==> src/sv/kdec_pkg.sv <==
`timescale 1ns / 1ps
// ----------------------------------------------------------------------------
// kdec_pkg: shared types and constants of the keypad debounce entry controller
// holds field widths, register indexes, phase codes and the debounce interface
// ----------------------------------------------------------------------------
package kdec_pkg;

    // field widths fixed by the item format
    localparam int MATRIX_W   = 12;
    localparam int CODE_W     = 4;
    localparam int DIGIT_W    = 4;
    localparam int SETPOINT_W = 7;
    localparam int PHASE_W    = 2;
    localparam int STABLE_W   = 9;
    localparam int HOLD_W     = 12;
    localparam int DELAY_W    = 8;

    // configuration register indexes
    localparam logic [1:0] REG_DEBOUNCE = 2'd0;
    localparam logic [1:0] REG_LONG     = 2'd1;
    localparam logic [1:0] REG_MEDIUM   = 2'd2;
    localparam logic [1:0] REG_MAX      = 2'd3;

    // phase codes as seen on the result
    localparam logic [PHASE_W-1:0] PHASE_CODE_DISPLAY = 2'd0;
    localparam logic [PHASE_W-1:0] PHASE_CODE_INPUT   = 2'd1;
    localparam logic [PHASE_W-1:0] PHASE_CODE_SLEEP   = 2'd2;

    typedef enum logic [2:0] {
        PH_DISPLAY = 3'b001,
        PH_INPUT   = 3'b010,
        PH_SLEEP   = 3'b100
    } t_phase;

    // debounced key presented to the phase logic
    typedef struct packed {
        logic              act;
        logic [CODE_W-1:0] key;
    } t_deb;

    function automatic logic [PHASE_W-1:0] phase_code(input t_phase ph);
        logic [PHASE_W-1:0] code;
        unique case (ph)
            PH_DISPLAY: code = PHASE_CODE_DISPLAY;
            PH_INPUT:   code = PHASE_CODE_INPUT;
            PH_SLEEP:   code = PHASE_CODE_SLEEP;
            default:    code = PHASE_CODE_DISPLAY;
        endcase
        return code;
    endfunction

endpackage

==> src/sv/kdec_debounce.sv <==
`timescale 1ns / 1ps
// ----------------------------------------------------------------------------
// kdec_debounce: matrix scan and debounce
// picks one key of the sample by scan priority and counts stable ticks
// ----------------------------------------------------------------------------
module kdec_debounce
    import kdec_pkg::*;
#(
    parameter int KEY_ROWS = 4,
    parameter int KEY_COLS = 3
) (
    input  logic                i_clk,
    input  logic                i_rst_n,
    input  logic                i_step,
    input  logic [MATRIX_W-1:0] i_key_matrix,
    input  logic [DELAY_W-1:0]  i_debounce_delay,
    output t_deb                o_deb
);

    localparam logic [STABLE_W-1:0] STABLE_MAX = '1;

    logic [CODE_W-1:0]   r_raw, n_raw;
    logic [STABLE_W-1:0] r_stable, n_stable;
    logic [STABLE_W-1:0] w_stable_eff;
    logic [CODE_W-1:0]   w_raw;

    // reverse priority order: last hit wins, so row 0 column 1 ends on top
    always_comb begin
        int pos;
        w_raw = '0;
        for (int r = KEY_ROWS - 1; r >= 0; r--) begin
            for (int c = KEY_COLS - 1; c >= 2; c--) begin
                pos = r * KEY_COLS + c;
                if (pos < MATRIX_W && i_key_matrix[4'(pos)]) begin
                    w_raw = CODE_W'(pos + 1);
                end
            end
            pos = r * KEY_COLS;
            if (pos < MATRIX_W && i_key_matrix[4'(pos)]) begin
                w_raw = CODE_W'(pos + 1);
            end
            pos = r * KEY_COLS + 1;
            if (KEY_COLS > 1 && pos < MATRIX_W && i_key_matrix[4'(pos)]) begin
                w_raw = CODE_W'(pos + 1);
            end
        end
    end

    always_comb begin
        w_stable_eff = (w_raw != r_raw) ? '0 : r_stable;
        o_deb.act    = w_stable_eff > STABLE_W'(i_debounce_delay);
        o_deb.key    = w_raw;
        n_raw        = w_raw;
        n_stable     = (w_stable_eff != STABLE_MAX) ? w_stable_eff + 1'b1 : w_stable_eff;
    end

    always_ff @(posedge i_clk) begin
        if (!i_rst_n) begin
            r_raw    <= '0;
            r_stable <= '0;
        end else if (i_step) begin
            r_raw    <= n_raw;
            r_stable <= n_stable;
        end
    end

endmodule

==> src/sv/keypad_debounce_entry_controller_unit.sv <==
`timescale 1ns / 1ps
// ----------------------------------------------------------------------------
// keypad_debounce_entry_controller_unit: keypad scan, debounce and entry
// one matrix sample per scan tick in, one phase and setpoint result out
// ----------------------------------------------------------------------------
// usage
//   s_axis carries one 12-bit key matrix sample per scan tick, bit row*cols+col
//   set while that key is closed. m_axis returns one result per sample: phase,
//   setpoint in tenths, both entered digits, debounced key code and the
//   display-off and setpoint-changed pulses.
//   the apb port holds debounce_delay, long_hold, medium_hold and max_setting
//   at byte addresses 0, 4, 8 and 12; write them only while no sample is in
//   flight. pready is tied high, reads return the register value.
// pipeline and throughput
//   a sample is taken into the input register and processed from there into
//   the result register, which drives m_axis_tvalid.
//   one sample per cycle is sustained while m_axis_tready stays high: the only
//   loop is the state update from the input register to the result register.
// reset and stall
//   synchronous active-low reset returns registers to their defaults, the
//   phase to display and all counters, digits and setpoint to zero.
//   while m_axis_tready is low the result waits and one more sample is held
//   in the input register; s_axis_tready drops only when both are full.
// ----------------------------------------------------------------------------
module keypad_debounce_entry_controller_unit
    import kdec_pkg::*;
#(
    parameter int KEY_ROWS = 4,
    parameter int KEY_COLS = 3
) (
    input  logic        i_clk,
    input  logic        i_rst_n,
    // input sample stream
    input  logic        s_axis_tvalid,
    output logic        s_axis_tready,
    input  logic [15:0] s_axis_tdata,   // [11:0] key_matrix, [15:12] zero
    // result stream
    output logic        m_axis_tvalid,
    input  logic        m_axis_tready,
    output logic [23:0] m_axis_tdata,   // [1:0] phase, [8:2] setpoint_tenths,
                                        // [12:9] units digit, [16:13] tenths digit,
                                        // [20:17] stable_key, [21] display_off,
                                        // [22] setpoint_changed, [23] zero
    // configuration port
    input  logic        psel,
    input  logic        penable,
    input  logic        pwrite,
    input  logic [3:0]  paddr,
    input  logic [31:0] pwdata,
    output logic [31:0] prdata,
    output logic        pready
);

    // key codes of the bottom row, row*cols + col + 1
    localparam int CODE_STAR = 3 * KEY_COLS + 1;
    localparam int CODE_ZERO = 3 * KEY_COLS + 2;
    localparam int CODE_HASH = 3 * KEY_COLS + 3;
    // only the 12 sampled positions can ever produce a code
    localparam int NUM_POS   = (KEY_ROWS * KEY_COLS < MATRIX_W) ?
                               KEY_ROWS * KEY_COLS : MATRIX_W;
    localparam logic [HOLD_W-1:0]     HOLD_MAX     = '1;
    localparam logic [7:0]            SETPOINT_TOP = 8'd99;

    // configuration registers
    logic [DELAY_W-1:0]    r_debounce_delay;
    logic [HOLD_W-1:0]     r_long_hold;
    logic [HOLD_W-1:0]     r_medium_hold;
    logic [SETPOINT_W-1:0] r_max_setting;

    // input register
    logic                r_in_vld;
    logic [MATRIX_W-1:0] r_in_matrix;

    // controller state
    logic [CODE_W-1:0]     r_handled, n_handled;
    logic [HOLD_W-1:0]     r_hold, n_hold;
    t_phase                r_phase, n_phase;
    logic [DIGIT_W-1:0]    r_digit0, n_digit0;
    logic [DIGIT_W-1:0]    r_digit1, n_digit1;
    logic                  r_slot, n_slot;
    logic [SETPOINT_W-1:0] r_setpoint, n_setpoint;
    logic                  n_off, n_changed;

    // result register
    logic                  r_out_vld;
    logic [PHASE_W-1:0]    r_out_phase;
    logic [SETPOINT_W-1:0] r_out_setpoint;
    logic [DIGIT_W-1:0]    r_out_digit0;
    logic [DIGIT_W-1:0]    r_out_digit1;
    logic [CODE_W-1:0]     r_out_key;
    logic                  r_out_off;
    logic                  r_out_changed;

    logic                w_process;
    logic                w_cfg_wr;
    t_deb                w_deb;
    logic [DIGIT_W-1:0]  w_prev_digit;
    logic                w_prev_is_digit;
    logic [HOLD_W-1:0]   w_hold_inc;
    logic [7:0]          w_sum;
    logic                w_update;

    // ------------------------------------------------------------------
    // handshakes
    // ------------------------------------------------------------------
    // a held sample moves on when the result register is free or drains
    assign w_process     = r_in_vld && (!r_out_vld || m_axis_tready);
    assign s_axis_tready = !r_in_vld || w_process;
    assign m_axis_tvalid = r_out_vld;
    assign m_axis_tdata  = {1'b0, r_out_changed, r_out_off, r_out_key, r_out_digit1,
                            r_out_digit0, r_out_setpoint, r_out_phase};

    // ------------------------------------------------------------------
    // configuration port
    // ------------------------------------------------------------------
    assign pready   = 1'b1;
    assign w_cfg_wr = psel && penable && pwrite && pready;

    always_ff @(posedge i_clk) begin
        if (!i_rst_n) begin
            r_debounce_delay <= DELAY_W'(10);
            r_long_hold      <= HOLD_W'(600);
            r_medium_hold    <= HOLD_W'(200);
            r_max_setting    <= SETPOINT_W'(23);
        end else if (w_cfg_wr) begin
            unique case (paddr[3:2])
                REG_DEBOUNCE: r_debounce_delay <= pwdata[DELAY_W-1:0];
                REG_LONG:     r_long_hold      <= pwdata[HOLD_W-1:0];
                REG_MEDIUM:   r_medium_hold    <= pwdata[HOLD_W-1:0];
                REG_MAX:      r_max_setting    <= pwdata[SETPOINT_W-1:0];
                default:      ;
            endcase
        end
    end

    always_comb begin
        unique case (paddr[3:2])
            REG_DEBOUNCE: prdata = {{(32-DELAY_W){1'b0}}, r_debounce_delay};
            REG_LONG:     prdata = {{(32-HOLD_W){1'b0}}, r_long_hold};
            REG_MEDIUM:   prdata = {{(32-HOLD_W){1'b0}}, r_medium_hold};
            REG_MAX:      prdata = {{(32-SETPOINT_W){1'b0}}, r_max_setting};
            default:      prdata = '0;
        endcase
    end

    // ------------------------------------------------------------------
    // input register
    // ------------------------------------------------------------------
    always_ff @(posedge i_clk) begin
        if (!i_rst_n) begin
            r_in_vld <= 1'b0;
        end else if (s_axis_tready) begin
            r_in_vld <= s_axis_tvalid;
        end
    end

    always_ff @(posedge i_clk) begin
        if (s_axis_tvalid && s_axis_tready) begin
            r_in_matrix <= s_axis_tdata[MATRIX_W-1:0];
        end
    end

    // ------------------------------------------------------------------
    // scan and debounce
    // ------------------------------------------------------------------
    kdec_debounce #(
        .KEY_ROWS (KEY_ROWS),
        .KEY_COLS (KEY_COLS)
    ) u_debounce (
        .i_clk            (i_clk),
        .i_rst_n          (i_rst_n),
        .i_step           (w_process),
        .i_key_matrix     (r_in_matrix),
        .i_debounce_delay (r_debounce_delay),
        .o_deb            (w_deb)
    );

    // digit of the previously handled key, '0' sits at row 3 column 1
    always_comb begin
        w_prev_digit    = '0;
        w_prev_is_digit = 1'b0;
        for (int p = 0; p < NUM_POS; p++) begin
            if (r_handled == CODE_W'(p + 1)) begin
                if (p + 1 == CODE_ZERO) begin
                    w_prev_digit    = '0;
                    w_prev_is_digit = 1'b1;
                end else if (p / KEY_COLS < 3 && p % KEY_COLS < 3) begin
                    w_prev_digit    = DIGIT_W'((p / KEY_COLS) * 3 + (p % KEY_COLS) + 1);
                    w_prev_is_digit = 1'b1;
                end
            end
        end
    end

    assign w_hold_inc = (r_hold != HOLD_MAX) ? r_hold + 1'b1 : r_hold;

    // ------------------------------------------------------------------
    // phase machine and entry
    // ------------------------------------------------------------------
    always_comb begin
        n_handled = r_handled;
        n_hold    = r_hold;
        n_phase   = r_phase;
        n_digit0  = r_digit0;
        n_digit1  = r_digit1;
        n_slot    = r_slot;
        n_off     = 1'b0;
        w_update  = 1'b0;
        if (w_deb.act) begin
            if (w_deb.key != '0) begin
                if (32'(w_deb.key) == CODE_STAR && w_deb.key == r_handled) begin
                    // long star: sleep
                    n_hold = w_hold_inc;
                    if (w_hold_inc >= r_long_hold) begin
                        n_phase = PH_SLEEP;
                        n_off   = 1'b1;
                        n_hold  = '0;
                    end
                end else if (32'(w_deb.key) == CODE_HASH && w_deb.key == r_handled) begin
                    // long hash: input, counter keeps running
                    n_hold = w_hold_inc;
                    if (w_hold_inc >= r_long_hold) begin
                        n_phase = PH_INPUT;
                    end
                end else begin
                    // new press, or one key replacing another
                    n_hold = '0;
                end
            end else begin
                // release of the handled key
                if (r_handled != '0) begin
                    if (32'(r_handled) == CODE_STAR) begin
                        if (r_hold >= r_medium_hold) begin
                            n_phase = PH_INPUT;
                            n_off   = 1'b1;
                        end else if (r_phase == PH_INPUT) begin
                            // short star deletes the last digit
                            if (r_digit1 != '0) begin
                                n_digit1 = '0;
                                n_slot   = 1'b1;
                            end else begin
                                n_digit0 = '0;
                                n_slot   = 1'b0;
                            end
                            w_update = 1'b1;
                        end
                    end else if (r_phase == PH_INPUT) begin
                        if (r_hold <= r_long_hold && 32'(r_handled) == CODE_HASH) begin
                            n_phase = PH_DISPLAY;
                        end else if (32'(r_handled) != CODE_HASH && w_prev_is_digit) begin
                            if (r_slot) begin
                                n_digit1 = w_prev_digit;
                            end else begin
                                n_digit0 = w_prev_digit;
                            end
                            n_slot   = !r_slot;
                            w_update = 1'b1;
                        end
                    end
                end
                n_hold = '0;
            end
            n_handled = w_deb.key;
        end
    end

    // setpoint = first*10 + second, clamped to max_setting
    always_comb begin
        w_sum      = 8'({n_digit0, 3'b000}) + 8'({n_digit0, 1'b0}) + 8'(n_digit1);
        n_setpoint = r_setpoint;
        if (w_update) begin
            n_setpoint = (w_sum > 8'(r_max_setting)) ? r_max_setting : w_sum[SETPOINT_W-1:0];
        end
        n_changed = w_update;
    end

    always_ff @(posedge i_clk) begin
        if (!i_rst_n) begin
            r_handled  <= '0;
            r_hold     <= '0;
            r_phase    <= PH_DISPLAY;
            r_digit0   <= '0;
            r_digit1   <= '0;
            r_slot     <= 1'b0;
            r_setpoint <= '0;
        end else if (w_process) begin
            r_handled  <= n_handled;
            r_hold     <= n_hold;
            r_phase    <= n_phase;
            r_digit0   <= n_digit0;
            r_digit1   <= n_digit1;
            r_slot     <= n_slot;
            r_setpoint <= n_setpoint;
        end
    end

    // ------------------------------------------------------------------
    // result register
    // ------------------------------------------------------------------
    always_ff @(posedge i_clk) begin
        if (!i_rst_n) begin
            r_out_vld <= 1'b0;
        end else if (w_process) begin
            r_out_vld <= 1'b1;
        end else if (m_axis_tready) begin
            r_out_vld <= 1'b0;
        end
    end

    always_ff @(posedge i_clk) begin
        if (w_process) begin
            r_out_phase    <= phase_code(n_phase);
            r_out_setpoint <= n_setpoint;
            r_out_digit0   <= n_digit0;
            r_out_digit1   <= n_digit1;
            r_out_key      <= n_handled;
            r_out_off      <= n_off;
            r_out_changed  <= n_changed;
        end
    end

    // ------------------------------------------------------------------
    // assertions
    // ------------------------------------------------------------------
    a_off_leaves_display: assert property (@(posedge i_clk) disable iff (!i_rst_n)
        (r_out_vld && r_out_off) |-> (r_out_phase != PHASE_CODE_DISPLAY))
        else $error("display-off pulse with display phase");

    a_setpoint_range: assert property (@(posedge i_clk) disable iff (!i_rst_n)
        (8'(r_setpoint) <= SETPOINT_TOP) && (r_digit0 <= 4'd9) && (r_digit1 <= 4'd9))
        else $error("entry state out of range");

    a_stall_only_when_full: assert property (@(posedge i_clk) disable iff (!i_rst_n)
        !s_axis_tready |-> (r_in_vld && r_out_vld && !m_axis_tready))
        else $error("input stalled without a full pipeline");

    a_process_fills_output: assert property (@(posedge i_clk) disable iff (!i_rst_n)
        w_process |=> r_out_vld)
        else $error("processed sample produced no result");

endmodule

==> config.mk <==
export PLATFORM = sky130hd
export DESIGN_NAME = keypad_debounce_entry_controller_unit
export DESIGN_NICKNAME = d
export VERILOG_FILES = /design/src/sv/kdec_pkg.sv /design/src/sv/kdec_debounce.sv /design/src/sv/keypad_debounce_entry_controller_unit.sv
export SDC_FILE = /design/constraint.sdc
export NUM_CORES = 1
export LEC_CHECK = 0
export BUFFER_PORTS_ARGS = -buffer_cell sky130_fd_sc_hd__buf_2
export CAP_MARGIN = 10
export CORE_UTILIZATION = 47
export DETAILED_ROUTE_END_ITERATION = 8
export PLACE_DENSITY = 0.73
export SLEW_MARGIN = 20
export SYNTH_ARGS = -nofsm -noshare
export SYNTH_HDL_FRONTEND = slang
export SYNTH_SLANG_ARGS = --single-unit
==> constraint.sdc <==
create_clock -name i_clk -period 3.6 [get_ports i_clk]
set_clock_uncertainty 0.05 [all_clocks]
set_input_delay 0.72 -clock i_clk [delete_from_list [all_inputs] [get_ports i_clk]]
set_output_delay 0.72 -clock i_clk [all_outputs]
set_load 0.02 [all_outputs]
==> metrics.md <==
| Metric | Value |
|---|---|
| Worst-path clk slew | `around 0.11 ns` |
| Sequential-to-total area share from yosys stat | `52.6%` |
| Hold Crit Start | `r_digit1[3]` |
| GPL Wtd Cong | `about 0.83` |
| Die area | `10,200 sq um` |
| First-pass GRT wire length | `14,500 um` |
| Post-DP HPWL | `6130 um` |
| Worst skew pair latency | `0.37 ns` |
| Initial antenna violation count | `0` |
| CP cell instances | `buf_4 -> nor2_1 -> a21oi_2 -> o31a_1 -> mux2i_1 -> buf_4 -> nand3_1 -> ha_1 -> inv_1 -> a21oi_4 -> nand2_1 -> a31o_2 -> a311oi_2 -> o31a_1 -> a21oi_4 -> mux2_2` |
| CP max stage delay | `around 0.45 ns` |
| Overall routed net length | `just over 9000 um` |
| H-tree level count | `3` |
| Die width | `roughly 100 um` |
| Ys async rst share | `0%` |
| DR pass1 iterations | `4` |
| CTS root buffer | `clkbuf_8` |
| Terminus of the critical flop-to-flop path | `r_out_key[2]` |
| Cell family with most CP delay | `compound AO/OA/AOI/OAI gates` |
| VDD IR max | `between 200 and 250 uV` |
| ANT cells | `0` |
| Nets | `595` |
| Fraction of layout cells with a size suffix above 1 | `about a quarter` |
| Period Utilization, post-route | `~98%` |
| Syn. warnings | `0` |
| Worst slew pin tran | `approximately 0.84 ns` |
| Synth Register Bits | `~110` |
| Max_cap viols | `0` |
| Final Setup Violations | `0` |
| Cell Rows | `35` |
| ANT nets after route | `0` |
| Setup TNS | `0 ns` |
| TritonCTS Buffers | `9` |
| Final hold viol count | `0` |
| Hold Crit Depth | `2` |
| WP data required | `about 3.7 ns` |
| Pwr/cell area | `slightly above 400 nW/um^2` |
| Area share of the largest cell type after synthesis | `33.1%` |
| DRT iter0 DRCs | `~160` |
| Critical Path Start Type | `register` |
| CP max FO | `6` |
| Area growth, synth to finish | `14.0%` |
| Die boundary height | `approximately 100 um` |
| R2R cell count | `16` |
| Largest area contributor in the netlist | `dfxtp_1` |
| Total Power | `roughly 2.2 mW` |
| Post-detailed-route wirelength per cell | `around 14 um` |
| Vias/cell | `5.05` |
| Vias in the first global route | `between 3,000 and 4,000` |
| Mapped Area | `between 4000 and 5000 sq um` |
| Synth unique cells | `51` |
| Ys flop type | `dfxtp_1` |
| Reg2Reg Launch Point | `r_in_matrix[3]` |
| Worst EP arrival | `around 3.6 ns` |
| Outcome | `finished clean` |
| Total number of vias | `3,348` |
| Leak | `around 2.1 nW` |
| Worst hold path class | `register to register` |
| I/O pins | `about 120` |
| DRC | `0` |
| Slowest-stage cell, CP | `edfxtp_1` |
| Pin count of the biggest net entering global routing | `46` |
| WHS Endpoint | `r_digit1[3]` |
| Buf+Inv Stages, Crit Path | `3` |
| PortBufs | `64` |
| Avg Cell Area, Syn | `just under 10 sq um` |
| Slew margin rel. | `44.1%` |
| CP Capture Type | `register` |
| Tot GR Track Use | `a little under a fifth` |
| Core area | `around 9400 sq um` |
| Total global routing overflow | `0` |
| Fmax | `about 280 MHz` |
| Cell count after synthesis | `approximately 480` |
| Final Max Tran Viols | `0` |
| Crit path time final | `3.51 ns` |
| Post-synth EDFFs | `30` |
| Crit Path Category | `register to register` |
| Top post-synthesis cells by area | `dfxtp_1, edfxtp_1, nand2_1` |
| Design area | `around 5200 sq um` |
| CTS Buffer Depth | `2` |
| CTS Sinks | `around 110` |
| CTS tree | `yes` |
| Initial Util | `49.1%` |
| R2r setup slk | `a little under 0.09 ns` |
| Area post-placement | `between 4000 and 5000 sq um` |
cells in the final DEF (no fill, tap or decap), types with 2 or more instances in the layout:
master	netlist	final
nand3_1	8	8
nand2_1	89	89
dfxtp_1	76	76
edfxtp_1	30	30
a211oi_4	2	2
xnor2_1	3	3
mux4_2	7	7
inv_6	0	2
nand2b_1	4	4
inv_8	0	2
mux2_2	4	3
a31oi_1	3	3
nor2_1	20	20
buf_2	0	64
buf_4	24	17
o211ai_1	12	12
a21oi_1	34	32
a21o_1	2	2
and3_1	11	10
mux2i_1	7	7
o21bai_2	0	2
a21oi_4	0	2
conb_1	2	24
clkinvlp_4	0	2
o21ai_0	6	6
a31o_2	4	4
ha_1	7	6
a22o_1	4	4
a211oi_1	3	3
nor3_1	4	4
clkbuf_8	0	9
and2_1	21	21
o31a_1	2	2
nor3b_1	3	2
inv_1	22	22
nor2b_1	4	4
synthesized netlist by cell type, drive strengths merged, types with 2 or more instances:
library cell / count
a211oi: 5
a21o: 2
a21oi: 35
a22o: 4
a31o: 4
a31oi: 3
a41oi: 2
and2: 22
and3: 11
buf: 27
clkbuf: 33
conb: 2
dfxtp: 76
edfxtp: 30
ha: 7
inv: 23
mux2: 4
mux2i: 7
mux4: 7
nand2: 89
nand2b: 4
nand3: 8
nor2: 20
nor2b: 4
nor3: 5
nor3b: 3
o211ai: 12
o21ai: 6
o21bai: 2
o31a: 2
xnor2: 3
worst register-to-register path, cell delays in order, from the launching register on:
cell      delay, ns
edfxtp_1       0.45
buf_4          0.16
nor2_1         0.14
a21oi_2        0.09
o31a_1         0.25
mux2i_1        0.22
buf_4          0.19
nand3_1        0.15
ha_1           0.22
inv_1          0.10
a21oi_4        0.07
nand2_1        0.07
a31o_2         0.16
a311oi_2       0.09
o31a_1         0.32
a21oi_4        0.21
mux2_2         0.36
flip-flops by register name, summed over array words and instances (netlist names), 7 cells and up:
| signal | cells |
|---|---|
| r_long_hold | 12 |
| r_medium_hold | 12 |
| u_debounce.r_stable | 9 |
| r_debounce_delay | 8 |
| r_in_matrix | 7 |
| r_max_setting | 7 |
| r_out_setpoint | 7 |
| r_setpoint | 7 |
report_power, final:
part / internal, mW / switching, mW / total [mW] / leakage [nW]
clock: 0.265 / 0.429 / 0.693 / 0.0901
combinational: 0.0726 / 0.140 / 0.212 / 1.14
sequential: 1.25 / 0.0152 / 1.27 / 0.892
total: 1.59 / 0.583 / 2.17 / 2.12
final cells by class:
| type | instances | area [sq um] |
|---|---|---|
| flip-flops and latches | 106 | 2420 |
| clock buffers | 9 | 124 |
| multi-input cells | 307 | 1940 |
| inverters | 24 | 90.1 |
| clock inverters | 7 | 60.1 |
| fillers | 834 | 4120 |
| repair buffers | 81 | 448 |
| well taps | 129 | 161 |
metrics by stage:
step	hold slack [ns]	setup slack, ns	cells	utilization, %
global route	0.395	-0.0509	663	56.0
finish	0.383	0.0866	663	56.0
floorplan	0.357	0.0594	497	-
CTS	0.384	0.00596	656	54.7
detailed placement	0.359	-0.0254	639	52.5
global placement	0.357	0.101	639	52.5
routing by layer:
metal  GRT usage (%)  routed length [um]  vias to the layer above
met5               0                   0                        -
met4            5.80                  75                        0
met3            3.95                 416                        8
met2            31.9                4560                      102
met1            22.1                4010                     1583
li1                -                   -                     1655
kinds of logic after synthesis:
kind of cell,share of synthesized area (%)
xor gates and xnor gates,0.761
buffers and inverters,8.81
and+or+nand+nor,18.3
AOI/OAI and AO/OA,11.6
muxes,5.93
DFF,52.6
other,0.163
adders and majority gates,1.90
worst max-delay path by stage:
| stage | from | to | slack, ns | cells past startpoint |
|---|---|---|---|---|
| 2_1_floorplan | r_in_matrix[5] | r_out_key[0] | 0.06 | 14 |
| 3_3_place_gp | r_in_matrix[5] | r_out_key[3] | 0.10 | 13 |
| 3_5_place_dp | r_in_matrix[5] | r_out_key[2] | -0.03 | 13 |
| 4_1_cts | r_in_matrix[5] | r_out_key[1] | 0.006 | 16 |
| 5_1_grt | r_in_matrix[3] | r_out_key[2] | -0.05 | 16 |
| 6_report | r_in_matrix[3] | r_out_key[2] | 0.09 | 16 |
repair_timing:
item / CTS / global route
endpoints found under the hold margin: 0 / 0
buffers inserted: 1 / 7
setup endpoints to repair: 4 / 10
hold buffers: 0 / 0
pin swaps: 0 / 9
gates resized for setup: 2 / 13
No activity file was read; power rests on OpenSTA's default activity.
